**src/knn_pkg.sv**
```systemverilog
// ----------------------------------------------------------------------------
// knn_pkg
// Shared widths, defaults and types for the top-k neighbour vote block.
// ----------------------------------------------------------------------------
`default_nettype none

package knn_pkg;

    localparam int DIST_W          = 32;
    localparam int LABEL_W         = 3;
    localparam int KCFG_W          = 4;
    localparam int COUNT_W         = 4;
    localparam int KCMP_W          = 6;
    localparam int CLS_CMP_W       = 9;
    localparam int K_MAX_DEF       = 8;
    localparam int NUM_CLASSES_DEF = 8;
    localparam int COUNT_SAT       = 15;

    localparam logic [KCFG_W-1:0] K_USED_RESET = 4'd3;

    typedef struct packed {
        logic               valid;
        logic [DIST_W-1:0]  distance;
        logic [LABEL_W-1:0] label;
        logic               keep;
    } t_slot;

    typedef struct packed {
        logic               valid;
        logic [LABEL_W-1:0] label;
    } t_post;

endpackage

`default_nettype wire

```
**src/knn_cell.sv**
```systemverilog
// ----------------------------------------------------------------------------
// knn_cell
// One slot of the sorted neighbour list: hold, take the new pair or take the
// left neighbour's entry.
// ----------------------------------------------------------------------------
`default_nettype none

module knn_cell import knn_pkg::*; (
    input  logic               i_clk,
    input  logic               i_rst_n,
    input  logic               i_load,
    input  logic               i_clear,
    input  logic [DIST_W-1:0]  i_distance,
    input  logic [LABEL_W-1:0] i_label,
    input  t_slot              i_prev,
    output t_slot              o_slot,
    output t_post              o_post
);

    logic               r_valid;
    logic [DIST_W-1:0]  r_distance;
    logic [LABEL_W-1:0] r_label;

    logic               n_valid;
    logic [DIST_W-1:0]  n_distance;
    logic [LABEL_W-1:0] n_label;
    logic               keep;

    assign keep = r_valid && (r_distance <= i_distance);

    always_comb begin
        if (keep) begin
            n_valid    = r_valid;
            n_distance = r_distance;
            n_label    = r_label;
        end else if (i_prev.keep) begin
            n_valid    = 1'b1;
            n_distance = i_distance;
            n_label    = i_label;
        end else begin
            n_valid    = i_prev.valid;
            n_distance = i_prev.distance;
            n_label    = i_prev.label;
        end
    end

    assign o_slot = '{valid: r_valid, distance: r_distance, label: r_label, keep: keep};
    assign o_post = '{valid: n_valid, label: n_label};

    always_ff @(posedge i_clk) begin
        if (!i_rst_n) begin
            r_valid <= 1'b0;
        end else if (i_load) begin
            r_valid <= i_clear ? 1'b0 : n_valid;
        end
    end

    always_ff @(posedge i_clk) begin
        if (i_load) begin
            r_distance <= n_distance;
            r_label    <= n_label;
        end
    end

endmodule

`default_nettype wire

```
**src/knn_vote.sv**
```systemverilog
// ----------------------------------------------------------------------------
// knn_vote
// Three-stage vote pipeline: snapshot, per-slot label count, winner tree and
// output register.
// ----------------------------------------------------------------------------
`default_nettype none

module knn_vote import knn_pkg::*; #(
    parameter int K_MAX = K_MAX_DEF
) (
    input  logic               i_clk,
    input  logic               i_rst_n,
    input  logic               i_take,
    input  logic [K_MAX-1:0]   i_en,
    input  logic [LABEL_W-1:0] i_lab [K_MAX],
    input  logic               i_out_stall,
    output logic               o_busy,
    output logic               o_out_valid,
    output logic [LABEL_W-1:0] o_predicted_label,
    output logic [COUNT_W-1:0] o_vote_count
);

    localparam int CNT_W = $clog2(K_MAX + 1);
    localparam int LV    = $clog2(K_MAX);
    localparam int P     = 1 << LV;
    localparam logic [KCMP_W-1:0] SAT = KCMP_W'(COUNT_SAT);

    logic               r_s1_valid;
    logic [K_MAX-1:0]   r_s1_en;
    logic [LABEL_W-1:0] r_s1_lab [K_MAX];

    logic               r_s2_valid;
    logic [CNT_W-1:0]   r_s2_cnt [K_MAX];
    logic [LABEL_W-1:0] r_s2_lab [K_MAX];

    logic               r_s3_valid;
    logic [LABEL_W-1:0] r_s3_label;
    logic [COUNT_W-1:0] r_s3_count;

    logic [CNT_W-1:0]   n_s2_cnt [K_MAX];
    logic [LABEL_W-1:0] n_s2_lab [K_MAX];
    logic [CNT_W-1:0]   tc [LV+1][P];
    logic [LABEL_W-1:0] tl [LV+1][P];
    logic [KCMP_W-1:0]  win_cnt;

    logic adv1, adv2, adv3;

    assign adv3   = !r_s3_valid || !i_out_stall;
    assign adv2   = !r_s2_valid || adv3;
    assign adv1   = !r_s1_valid || adv2;
    assign o_busy = !adv1;

    always_comb begin
        for (int j = 0; j < K_MAX; j++) begin
            n_s2_cnt[j] = '0;
            for (int i = 0; i < K_MAX; i++) begin
                n_s2_cnt[j] = n_s2_cnt[j] + CNT_W'(r_s1_en[i] && r_s1_en[j]
                                                   && (r_s1_lab[i] == r_s1_lab[j]));
            end
            n_s2_lab[j] = r_s1_en[j] ? r_s1_lab[j] : '0;
        end
    end

    always_comb begin
        for (int l = 0; l <= LV; l++) begin
            for (int e = 0; e < P; e++) begin
                tc[l][e] = '0;
                tl[l][e] = '0;
            end
        end
        for (int e = 0; e < K_MAX; e++) begin
            tc[0][e] = r_s2_cnt[e];
            tl[0][e] = r_s2_lab[e];
        end
        for (int l = 0; l < LV; l++) begin
            for (int e = 0; e < (P >> (l + 1)); e++) begin
                if ((tc[l][2*e] > tc[l][2*e+1]) ||
                    ((tc[l][2*e] == tc[l][2*e+1]) && (tl[l][2*e] <= tl[l][2*e+1]))) begin
                    tc[l+1][e] = tc[l][2*e];
                    tl[l+1][e] = tl[l][2*e];
                end else begin
                    tc[l+1][e] = tc[l][2*e+1];
                    tl[l+1][e] = tl[l][2*e+1];
                end
            end
        end
    end

    assign win_cnt = KCMP_W'(tc[LV][0]);

    always_ff @(posedge i_clk) begin
        if (!i_rst_n) begin
            r_s1_valid <= 1'b0;
            r_s2_valid <= 1'b0;
            r_s3_valid <= 1'b0;
        end else begin
            if (adv1) begin
                r_s1_valid <= i_take;
            end
            if (adv2) begin
                r_s2_valid <= r_s1_valid;
            end
            if (adv3) begin
                r_s3_valid <= r_s2_valid;
            end
        end
    end

    always_ff @(posedge i_clk) begin
        if (adv1 && i_take) begin
            r_s1_en  <= i_en;
            r_s1_lab <= i_lab;
        end
        if (adv2 && r_s1_valid) begin
            r_s2_cnt <= n_s2_cnt;
            r_s2_lab <= n_s2_lab;
        end
        if (adv3 && r_s2_valid) begin
            r_s3_label <= tl[LV][0];
            r_s3_count <= (win_cnt > SAT) ? COUNT_W'(COUNT_SAT) : win_cnt[COUNT_W-1:0];
        end
    end

    assign o_out_valid       = r_s3_valid;
    assign o_predicted_label = r_s3_label;
    assign o_vote_count      = r_s3_count;

endmodule

`default_nettype wire

```
**src/knn_topk_vote.sv**
```systemverilog
// A beat marked last has its result registered in the vote pipeline's
//   snapshot, count and winner/output stages; an output stall holds it.
// Throughput: one input beat a cycle while not stalled; the cell row inserts
//   each pair in its accept cycle and clears on the last beat of a query.
// Reset (synchronous, active low) empties the list, drains the vote pipeline
//   and sets k_used to 3.
// ----------------------------------------------------------------------------
// knn_topk_vote
// Top-k nearest neighbour selection over a row of compare-insert cells with a
// majority vote on the final beat of each query.
// ----------------------------------------------------------------------------
`default_nettype none

module knn_topk_vote import knn_pkg::*; #(
    parameter int K_MAX       = K_MAX_DEF,
    parameter int NUM_CLASSES = NUM_CLASSES_DEF
) (
    input  logic               i_clk,
    input  logic               i_rst_n,
    input  logic               i_in_valid,
    output logic               o_in_stall,
    input  logic [DIST_W-1:0]  i_distance,
    input  logic [LABEL_W-1:0] i_label,
    input  logic               i_last,
    output logic               o_out_valid,
    input  logic               i_out_stall,
    output logic [LABEL_W-1:0] o_predicted_label,
    output logic [COUNT_W-1:0] o_vote_count,
    input  logic               i_cfg_valid,
    output logic               o_cfg_ready,
    input  logic [KCFG_W-1:0]  i_cfg_data
);

    logic [KCFG_W-1:0]  r_k_used;
    logic [KCMP_W-1:0]  k_eff;
    logic               accept;
    logic               busy;
    t_slot              chain [K_MAX+1];
    t_post              post  [K_MAX];
    logic [K_MAX-1:0]   vote_en;
    logic [LABEL_W-1:0] vote_lab [K_MAX];

    assign o_cfg_ready = 1'b1;
    assign o_in_stall  = busy;
    assign accept      = i_in_valid && !busy;

    always_ff @(posedge i_clk) begin
        if (!i_rst_n) begin
            r_k_used <= K_USED_RESET;
        end else if (i_cfg_valid && o_cfg_ready) begin
            r_k_used <= i_cfg_data;
        end
    end

    always_comb begin
        if (r_k_used == '0) begin
            k_eff = KCMP_W'(1);
        end else if (KCMP_W'(r_k_used) > KCMP_W'(K_MAX)) begin
            k_eff = KCMP_W'(K_MAX);
        end else begin
            k_eff = KCMP_W'(r_k_used);
        end
    end

    assign chain[0] = '{valid: 1'b0, distance: '0, label: '0, keep: 1'b1};

    for (genvar g = 0; g < K_MAX; g++) begin : g_cell
        knn_cell u_cell (
            .i_clk      (i_clk),
            .i_rst_n    (i_rst_n),
            .i_load     (accept),
            .i_clear    (i_last),
            .i_distance (i_distance),
            .i_label    (i_label),
            .i_prev     (chain[g]),
            .o_slot     (chain[g+1]),
            .o_post     (post[g])
        );

        assign vote_en[g]  = post[g].valid && (KCMP_W'(g) < k_eff)
                             && (CLS_CMP_W'(post[g].label) < CLS_CMP_W'(NUM_CLASSES));
        assign vote_lab[g] = post[g].label;
    end

    knn_vote #(
        .K_MAX (K_MAX)
    ) u_vote (
        .i_clk             (i_clk),
        .i_rst_n           (i_rst_n),
        .i_take            (accept && i_last),
        .i_en              (vote_en),
        .i_lab             (vote_lab),
        .i_out_stall       (i_out_stall),
        .o_busy            (busy),
        .o_out_valid       (o_out_valid),
        .o_predicted_label (o_predicted_label),
        .o_vote_count      (o_vote_count)
    );

endmodule

`default_nettype wire

```
**config.mk**
```make
export PLATFORM = sky130hd
export DESIGN_NAME = knn_topk_vote
export DESIGN_NICKNAME = d
export VERILOG_FILES = /design/src/knn_pkg.sv /design/src/knn_cell.sv /design/src/knn_vote.sv /design/src/knn_topk_vote.sv
export SDC_FILE = /design/constraint.sdc
export NUM_CORES = 1
export LEC_CHECK = 0
export BUFFER_PORTS_ARGS = -buffer_cell sky130_fd_sc_hd__buf_2
export CAP_MARGIN = 15
export CORE_ASPECT_RATIO = 0.7
export CORE_UTILIZATION = 42
export CTS_CLUSTER_SIZE = 28
export DETAILED_ROUTE_END_ITERATION = 7
export GPL_TIMING_DRIVEN = 0
export PLACE_DENSITY_LB_ADDON = 0.15
export SLEW_MARGIN = 20
export SYNTH_ARGS = -nofsm -noshare
export SYNTH_HDL_FRONTEND = slang
export SYNTH_SLANG_ARGS = --single-unit
```
**constraint.sdc**
```tcl
create_clock -name i_clk -period 11.7 [get_ports i_clk]
set_input_delay 1.17 -clock i_clk [delete_from_list [all_inputs] [get_ports i_clk]]
set_output_delay 1.17 -clock i_clk [all_outputs]
set_load 0.03 [all_outputs]
```
==> impl_metrics.yaml, run 1 <==
finish:
  post-route-util_pct: 48.05
  multi_input_area_sq_um: 12790
  nets: 2668
  layout_common_cells: "edfxtp_1 (375), ha_1 (323), inv_1 (173), mux2_2 (172), nand2_1 (142)"
  drive_gt1_share_pct: 14.53
  area_delta_synth_final_pct: 12.13
  layout_commonest_cell: "edfxtp_1"
  seq_area_sq_um: 11560
  nFillCells: 5266
power_and_ir_drop:
  irDropWorstVdd_v: 0.00009633
  powerDensity_nw_per_um2: 128.5
  power_leakage_nw: 11.65
timing:
  whs_ns: 0.4978
  rsz0062_at_grt: "false"
  hold_viol_final: 0
  clock_skew_ns: 0.01988
  layout_worst_path_cycle_share_pct: 52.16
  setup_viol: 0
  period_minus_slack_ns: 6.103
  slew_viol_final: 0
  tns_ns: 0
  relSlewSlack_pct: 26.48
  tightest_slew_ns: 1.094
  max_freq_mhz: 163.9
drt:
  finalWirelength_um: 65050
  vias: 16980
  ant_nets: 0
  first_iter_violations: 1172
  drtPass1Iterations: 5
  wl_per_cell_um: 20.98
  drcViolationCount: 0
  via_per_inst: 5.477
grt:
  grt_pass1_vias: 17000
  grt_pass1_wl_um: 99370
  grt_max_degree: 31
  grt_use_total_pct: 21.79
  grt-ovfl-total: 0
  antenna_found_initial: 4
job:
  drv_cap: 0
synthesis:
  yosys_warnings: 0
  ys_ff_latch: 390
  syn_area_per_cell_sq_um: 11.68
  ys_async_sr_fraction_pct: 0
  ys.flop_type: "edfxtp_1"
  synth_area_sq_um: 25190
  synthDistinctLibCells: 72
  synth_seq_area_share_pct: 45.89
  synth_edf_count: 375
  netlist_instances: 2157
place:
  io_buffers: 52
  hpwlAfterDp_um: 52240
  place_congestion: 0.8842
cts:
  cts_sinks: 390
  clock_tree.root_cell: "clkbuf_16"
  numCtsBuffers: 43
  postCtsResizedCells: 0
  cts_setup_buffers: 0
  cts.clk_slew.worst_paths_ns: 0.06
  htree_levels: 2
  clk_latency_ns: 0.58
  cts_buffer_depth: 3
  cts_tree: "built"
  hold_buffers: 0
worst_hold_path:
  min_path_type: "flip-flop to flip-flop"
die:
  start_util_pct: 42.85
  io_pins: 55
  coreArea_sq_um: 58790
  rows: 74
  die_h_um: 206.9
  die_area_sq_um: 60980
  fp.dieW_um: 294.7
setup_path:
  critical-path-slowest-cell: "mux2i_1"
  required_ns: 12.02
  arrival_ns: 6.42
  crit_path_max_fanout: 10
  worst_path_most_repeated_cell: "a21oi_1"
  crit_family: "compound AO/OA/AOI/OAI gates"
  critical_path_buf_inv_count: 4
  start_kind: "flip-flop"
  critPathMaxStageDelay_ns: 0.48
  worst-setup-path-type: "flip-flop to flip-flop"
  endpoint_kind: "flip-flop"
  cp_cell_sequence: "ha_1 -> a21oi_1 -> nand2_1 -> a221oi_1 -> buf_2 -> nor2_1 -> a21oi_1 -> inv_1 -> ha_1 -> and2_1 -> nand2_1 -> a211o_1 -> a21oi_1 -> o311ai_0 -> and3_1 -> buf_6 -> mux2i_1 -> inv_1 -> ha_1 -> nand4_1 -> a211oi_1 -> a21oi_1 -> o211ai_4 -> mux2_4"
status:
  status: "complete, no violations"
[worst reg2reg max path, delay by kind of cell (launching register included)]
kind            cells  cell delay [ns]
compound gates      9             2.17
fa+ha+maj           3             0.97
mux                 2             0.82
simple gates        6             0.82
buf+inv             4             0.66
flops               1             0.41
[cell families (layout without fill, tap and decap cells)]
family | after synthesis | after routing | share of synthesized area, %
adders and majority gates | 356 | 356 | 18.63
AOI/OAI and AO/OA | 397 | 397 | 9.859
buffers and inverters | 248 | 389 | 3.745
other | 1 | 5 | 0.01489
DFF | 390 | 390 | 45.89
and+or+nand+nor | 450 | 450 | 8.855
muxes | 223 | 223 | 9.809
xor gates and xnor gates | 92 | 92 | 3.198
[state kept, by name (all words and copies together) (netlist names), 3 cells and up]
register and count:
g_cell.u_cell.r_label 24, u_vote.r_s1_en 8, g_cell.u_cell.r_distance 256, u_vote.o_predicted_label 3
u_vote.o_vote_count 4, r_k_used 4, u_vote.r_s2_cnt 32, u_vote.r_s2_lab 24
u_vote.r_s1_lab 24, g_cell.u_cell.r_valid 8
[per-stage QoR]
stage                     cell area, sq um  setup slack [ns]  power, W  instances
after floorplan                      25200             6.702  0.002086       2158
after global placement               26460             3.976  0.002240       3008
after detailed placement             26830             5.239  0.002274       3020
after CTS                            28220             5.681  0.003651       3096
after global routing                 28250             5.158  0.003786       3099
final                                28250             5.597  0.003631       3100
[per-layer routing]
| layer | up-vias | wire length (um) | share of wire (%) | track usage (%) |
|---|---|---|---|---|
| li1 | 8184 | - | - | - |
| met1 | 8320 | 33560 | 52 | 34.46 |
| met2 | 416 | 25810 | 40 | 30.21 |
| met3 | 60 | 4787 | 7.4 | 4.069 |
| met4 | 0 | 894 | 1.4 | 4.948 |
| met5 | - | 0 | 0 | 0 |
[power by group]
group	switching, W	internal, W
clock network	0.000574	0.000806
logic	0.000336	0.000239
registers	0.0000413	0.00164
[layout make-up]
class | instances | area share [%]
Antenna cell | 3 | 0.02658
Buffer | 74 | 1.028
Clock buffer | 57 | 4.252
Clock inverter | 19 | 0.6644
Inverter | 174 | 2.312
Multi-Input combinational cell | 1520 | 45.28
Sequential cell | 390 | 40.93
Tap cell | 798 | 3.535
Timing Repair Buffer | 65 | 1.980
[final timing paths]
| kind | start | to | slack (ns) | depth (start not counted) |
|---|---|---|---|---|
| worst min-delay path | u_vote.r_s1_valid | u_vote.r_s2_valid | 0.50 | 1 |
| worst min register to register | u_vote.r_s1_valid | u_vote.r_s2_valid | 0.50 | 1 |
| worst max register to register | u_vote.r_s2_lab[23] | u_vote.o_vote_count[3] | 5.60 | 24 |
| worst max-delay path | u_vote.r_s2_lab[23] | u_vote.o_vote_count[3] | 5.60 | 24 |
[synthesized netlist by cell type (35+ instances only)]
library cell | number | area share, %
a21oi_1 | 99 | 2.0
ha_1 | 323 | 16
inv_1 | 174 | 2.6
clkbuf_1 | 69 | 1.0
a21o_1 | 61 | 1.8
nor2_1 | 75 | 1.1
edfxtp_1 | 375 | 45
mux2i_1 | 46 | 1.8
mux2_2 | 172 | 7.7
o21ai_0 | 139 | 2.8
xnor2_1 | 36 | 1.3
nand4_1 | 73 | 1.8
nand2_1 | 142 | 2.1
nor2b_1 | 35 | 0.87
xor2_1 | 56 | 1.9
No activity file was read; power rests on OpenSTA's default activity.
==> inputs of run 2 (changes only) <==
clock period = 5.8 ns   (was 11.7 ns; I/O delays follow)
==> run 2 against run 1 <==
Effect of this change:
- design area up 0.54%
- hold slack worse by 0.26 ns
- count of clock-buffer cells in the layout unchanged
- register-to-register slack worse by 5.4 ns
- clock power up 100%
- final cell count up 0.19%
- critical path depth down 2
- maximum frequency up 9.4%
- highest routed layer unchanged
==> impl_metrics.yaml, run 2 (same netlist as run 1, synthesis figures left out) <==
finish:
  drive_gt1_share_pct: 15.49
  top_regs: "g_cell.u_cell.r_distance x256, u_vote.r_s2_cnt x32"
  regMostFlops: "g_cell.u_cell.r_distance"
  nets: 2674
  layout_commonest_cell: "edfxtp_1"
  fin_area_sq_um: 28400
  largest_reg_flops: 256
  area_delta_synth_final_pct: 12.74
  nFillCells: 5252
  layout_common_cells: "edfxtp_1 (375), ha_1 (323), inv_1 (173), mux2_2 (172), nand2_1 (142)"
  post-route-util_pct: 48.31
place:
  hpwlAfterDp_um: 52240
  io_buffers: 52
  place_congestion: 0.8842
  place_area_sq_um: 26830
timing:
  relSlewSlack_pct: 28.98
  max_freq_mhz: 179.2
  slew_viol_final: 0
  whs_ns: 0.2376
  tightest_slew_ns: 1.056
  hold_viol_final: 0
  layout_worst_path_cycle_share_pct: 96.19
  tns_ns: 0
  period_minus_slack_ns: 5.579
  clock_skew_ns: 0.01865
  setup_viol: 0
die:
  coreArea_sq_um: 58790
  fp.dieW_um: 294.7
  rows: 74
  die_h_um: 206.9
  io_pins: 55
  start_util_pct: 42.85
  die_area_sq_um: 60980
worst_hold_path:
  min_path_type: "primary input to flip-flop"
  hp-start: "i_cfg_data[0]"
  whs_path_depth: 3
  whs_endpoint: "r_k_used[0]"
drt:
  drcViolationCount: 0
  vias: 17060
  via_per_inst: 5.493
  dr_wl_met3_um: 4950
  top_layer: "met4"
  wl_met2_um: 26010
  drtPass1Iterations: 5
  first_iter_violations: 1178
  wl_met1_um: 33380
  ant_nets: 0
  finalWirelength_um: 65240
  wl_per_cell_um: 21.00
job:
  drv_cap: 0
grt:
  grt_max_degree: 31
  grt-ovfl-total: 0
  antenna_found_initial: 4
  grt_pass1_wl_um: 99410
  grt_use_total_pct: 21.80
  grt_pass1_vias: 17000
setup_path:
  arrival_ns: 5.89
  r2r_cells: 22
  reg2reg_slack_ns: 0.22
  start_kind: "flip-flop"
  endpoint_kind: "flip-flop"
  crit_path_max_fanout: 6
  timing.rr.end: "u_vote.o_vote_count[3]"
  worstReg2RegStart: "u_vote.r_s2_cnt[24]"
  required_ns: 6.11
  worst-setup-path-type: "flip-flop to flip-flop"
cts:
  hold_buffers: 0
  clk_latency_ns: 0.58
  numCtsBuffers: 43
  clock_tree.root_cell: "clkbuf_16"
  cts_buffer_depth: 3
  cts_sinks: 390
  cts_tree: "built"
  htree_levels: 2
  cts.clk_slew.worst_paths_ns: 0.06
power_and_ir_drop:
  powerDensity_nw_per_um2: 258.7
  finalPower_w: 0.007347
  irDropWorstVdd_v: 0.0001936
  power_leakage_nw: 11.68
status:
  status: "complete, no violations"
-- run 2: changes by cell type in the layout (fill, tap and decap cells not counted), moves of 2 or more --
| cell | change |
|---|---|
| a2111oi_0 | -2 |
| a2111oi_2 | +3 |
| a21oi_1 | -4 |
| a21oi_2 | +2 |
| a21oi_4 | +2 |
| buf_4 | +6 |
| mux2i_1 | -7 |
| mux2i_2 | +6 |
-- run 2: metrics by stage --
stage,setup slack (ns),cells
6_report,0.2207,3106
5_1_grt,-0.04957,3105
4_1_cts,0.05854,3096
3_5_place_dp,-0.1888,3020
3_3_place_gp,-1.334,3008
2_1_floorplan,0.8020,2158
-- run 2: area by class of cell --
cell class	instances	area [sq um]	share of cell area [%]
Multi-Input combinational cell	1520	12900	45.41
Sequential cell	390	11560	40.70
Clock buffer	57	1201	4.229
Tap cell	798	998.5	3.515
Inverter	174	653.1	2.300
Timing Repair Buffer	71	601.8	2.119
Buffer	74	292.8	1.031
Clock inverter	19	187.7	0.6608
Antenna cell	3	7.507	0.02643
-- run 2: how the worst max path moves through the flow --
stage,from,to,cells after the start
final,u_vote.r_s2_cnt[24],u_vote.o_vote_count[3],22
after global routing,u_vote.r_s2_cnt[24],u_vote.o_vote_count[3],23
after CTS,u_vote.r_s2_lab[20],u_vote.o_vote_count[3],24
after detailed placement,u_vote.r_s2_lab[20],u_vote.o_vote_count[3],25
after global placement,i_distance[27],g_cell[2].u_cell.r_distance[16],14
after floorplan,u_vote.r_s2_cnt[16],u_vote.o_predicted_label[0],20
-- run 2: what timing repair did --
item	CTS	global route
buffers inserted	0	5
gates resized for setup	7	20
pin swaps	0	2
endpoints found under the setup margin	6	6
cloned	0	1
-- run 2: power by group --
part	internal, W	switching (W)	leakage, nW	total, W
sequential	0.00330	0.0000836	3.75	0.00338
clock	0.00163	0.00115	0.679	0.00278
combinational	0.000499	0.000688	7.25	0.00119
total	0.00542	0.00192	11.7	0.00735
-- run 2: critical path: stages, from the launching register on --
cell and delay (ns):
edfxtp_1 0.40, ha_1 0.33, nand2b_1 0.17, a2111oi_2 0.40, a221oi_2 0.08, buf_2 0.20, a21oi_4 0.21, inv_1 0.06
ha_1 0.32, and2_1 0.19, nand2_1 0.11, a211o_1 0.31, a21oi_2 0.16, o311ai_2 0.13, and3_1 0.21, buf_6 0.15
mux2i_2 0.39, ha_1 0.26, nand4_1 0.18, a211oi_2 0.26, a21oi_1 0.10, o211ai_4 0.34, mux2_4 0.34
-- run 2: per-layer routing --
layer  track usage (%)  vias to the layer above
met2             30.21                      441
met4             4.948                        0
met1             34.48                     8356
met3             4.069                       60
li1                  -                     8204
met5                 0                        -
==> inputs of run 3 (changes only) <==
ABC_AREA = 1   (was default)
BUFFER_PORTS_ARGS = -buffer_cell sky130_fd_sc_hd__clkbuf_2   (was -buffer_cell sky130_fd_sc_hd__buf_2)
==> run 3 against run 2 <==
Effect of this change:
- register-to-register slack gained 0.57 ns
- largest cell class unchanged
- total power shrank 0.11%
- sequential power is essentially flat
- maximum frequency grew 11%
- first-iteration DRC count grew 44%
- non-clock buffer count grew 13
- setup slack gained 0.57 ns
- area after synthesis shrank 0.73%
- global-route usage grew 0.77 points
- count of clock-buffer cells in the layout shrank 3
- final cell count grew 16%
==> impl_metrics.yaml, run 3 <==
drt:
  first_iter_violations: 1700
  ant_nets: 0
  wl_per_cell_um: 18.63
  via_per_inst: 5.373
  vias: 19350
  drcViolationCount: 0
  finalWirelength_um: 67120
  drtPass1Iterations: 6
setup_path:
  arrival_ns: 5.31
  worst-setup-path-type: "flip-flop to flip-flop"
  timing.rr.end: "u_vote.o_predicted_label[1]"
  crit_start: "u_vote.r_s2_cnt[31]"
  endpoint_kind: "flip-flop"
  reg2reg_slack_ns: 0.79
  worstReg2RegStart: "u_vote.r_s2_cnt[31]"
  start_kind: "flip-flop"
  crit_end: "u_vote.o_predicted_label[1]"
  crit_path_max_fanout: 10
  r2r_cells: 26
  required_ns: 6.10
synthesis:
  synth_edf_count: 375
  synth_top_area_cell: "edfxtp_1"
  synth_commonest_cells: "nand2_1 (647), edfxtp_1 (375), ha_1 (323), o21ai_0 (298), inv_1 (289)"
  ys_ff_latch: 390
  ys_async_sr_fraction_pct: 0
  yosys_warnings: 0
  synth_top_area_share_pct: 45.03
  synth_area_sq_um: 25010
  synth_seq_area_share_pct: 46.23
  ys.flop_type: "edfxtp_1"
  synth_most_common_cell: "nand2_1"
  synthDistinctLibCells: 44
  netlist_instances: 2663
  syn_area_per_cell_sq_um: 9.391
  synth_area_leaders: "edfxtp_1 (45%), ha_1 (16%), nand2_1 (9.7%), o21ai_0 (6.0%), inv_1 (4.3%)"
die:
  die_h_um: 206.2
  coreArea_sq_um: 58610
  fp.dieW_um: 293.7
  start_util_pct: 42.67
  io_pins: 55
  rows: 74
  die_area_sq_um: 60540
cts:
  clk_latency_ns: 0.58
  clock_tree.root_cell: "clkbuf_16"
  postCtsResizedCells: 0
  cts_tree: "built"
  cts_sinks: 390
  htree_levels: 2
  cts_setup_buffers: 0
  cts_buffer_depth: 3
  hold_buffers: 0
  numCtsBuffers: 43
  cts.clk_slew.worst_paths_ns: 0.06
timing:
  rsz0062_at_grt: "false"
  tns_ns: 0
  slew_viol_final: 0
  layout_worst_path_cycle_share_pct: 86.38
  period_minus_slack_ns: 5.010
  hold_viol_final: 0
  max_freq_mhz: 199.6
  tightest_slew_ns: 1.103
  clock_skew_ns: 0.01282
  relSlewSlack_pct: 25.82
  setup_viol: 0
  whs_ns: 0.1945
place:
  place_congestion: 0.9087
  hpwlAfterDp_um: 53900
  io_buffers: 53
grt:
  grt-ovfl-total: 0
  grt_use_total_pct: 22.57
  grt_max_degree: 37
  grt_pass1_wl_um: 103800
  grt_pass1_vias: 18760
  antenna_found_initial: 2
finish:
  layout_commonest_cell: "nand2_1"
  top_regs: "g_cell.u_cell.r_distance x256, u_vote.r_s2_cnt x32"
  largest_reg_flops: 256
  layout_common_cells: "nand2_1 (647), edfxtp_1 (375), ha_1 (323), o21ai_0 (298), inv_1 (288)"
  nFillCells: 5470
  regMostFlops: "g_cell.u_cell.r_distance"
  area_delta_synth_final_pct: 11.92
  nets: 3173
  drive_gt1_share_pct: 6.671
status:
  status: "complete, no violations"
power_and_ir_drop:
  sequentialPowerShare_pct: 46.3
  irDropWorstVdd_v: 0.0001838
  power_leakage_nw: 12.36
  combPwrFrac_pct: 16.9
  switching_power_w: 0.002065
  power.internal_w: 0.005274
  power_frac_clock_pct: 36.8
  switching_share_pct: 28.13
  powerDensity_nw_per_um2: 262.2
job:
  drv_cap: 0
worst_hold_path:
  min_path_type: "primary input to flip-flop"
==> run 3: routing by layer <==
| metal | part of all wire (%) | vias to the layer above | wire (um) | track usage (%) |
|---|---|---|---|---|
| li1 | - | 9516 | - | - |
| met1 | 50 | 9167 | 33260 | 34.33 |
| met2 | 40 | 586 | 26590 | 32.24 |
| met3 | 9.0 | 84 | 6015 | 4.678 |
| met4 | 1.9 | 0 | 1255 | 5.804 |
| met5 | 0 | - | 0 | 0 |
==> run 3: worst min path at each step <==
stage | start | to | depth (start not counted)
2_1_floorplan | g_cell[7].u_cell.r_valid | g_cell[7].u_cell.r_valid | 2
3_3_place_gp | g_cell[7].u_cell.r_valid | g_cell[7].u_cell.r_valid | 2
3_5_place_dp | g_cell[7].u_cell.r_valid | g_cell[7].u_cell.r_valid | 2
4_1_cts | i_distance[26] | g_cell[0].u_cell.r_distance[26] | 1
5_1_grt | i_distance[10] | g_cell[0].u_cell.r_distance[10] | 1
6_report | i_distance[26] | g_cell[0].u_cell.r_distance[26] | 1
==> run 3: logic make-up (layout without fill, tap and decap cells) <==
kind of cell               after synthesis  count (layout)  synth area share (%)
and+or+nand+nor                        915             915                 15.13
AOI/OAI and AO/OA                      582             582                 12.84
buffers and inverters                  391             530                 6.049
adders and majority gates              355             355                 18.72
DFF                                    390             390                 46.23
xor gates and xnor gates                29              29                 1.016
other                                    1               3               0.01499
==> run 3: area by class of cell <==
cell class / instances / area (sq um) / share of cell area [%]
sequential: 390 / 11560 / 41.30
multi-input combinational: 1883 / 12050 / 43.05
timing repair buffer: 64 / 529.3 / 1.891
tap: 798 / 998.5 / 3.567
clock buffer: 54 / 1149 / 4.104
clock inverter: 21 / 187.7 / 0.6705
buffer: 94 / 399.1 / 1.426
inverter: 297 / 1115 / 3.983
antenna: 1 / 2.502 / 0.008940
==> run 3: critical path, stage by stage (launching register included) <==
cell,delay (ns)
edfxtp_1,0.40
ha_1,0.31
nand2_1,0.07
nor2_1,0.15
nand3_1,0.15
nand2_2,0.13
clkbuf_1,0.34
nor2_1,0.08
a21oi_1,0.37
ha_1,0.32
inv_1,0.06
nor2_1,0.03
o21ai_0,0.21
nand2_1,0.07
o21ai_0,0.07
nand2_1,0.10
nand2_1,0.11
buf_2,0.22
inv_1,0.08
o21ai_1,0.34
inv_1,0.09
ha_1,0.29
nand4_1,0.12
nand2_1,0.32
nand2_4,0.13
nand2_1,0.08
nand2_1,0.09
==> run 3: power by group through the flow <==
stage	logic, W	clock network, W	registers, W
2_1_floorplan	0.000837	0	0.00344
3_3_place_gp	0.00115	0	0.00346
3_5_place_dp	0.00123	0	0.00346
4_1_cts	0.00124	0.00276	0.00340
5_1_grt	0.00142	0.00286	0.00342
6_report	0.00124	0.00270	0.00340
==> run 3: metrics by stage <==
step                std cells  utilization [%]  power (W)  area (sq um)  worst slack (ns)
floorplan                2664                -   0.004278         25010             1.826
global placement         3515            44.83   0.004612         26280           -0.7110
detailed placement       3526            45.44   0.004687         26630            0.7907
CTS                      3601            47.72   0.007395         27970            0.7718
global route             3601            47.75   0.007694         27990            0.2844
finish                   3602            47.76   0.007339         27990            0.7899
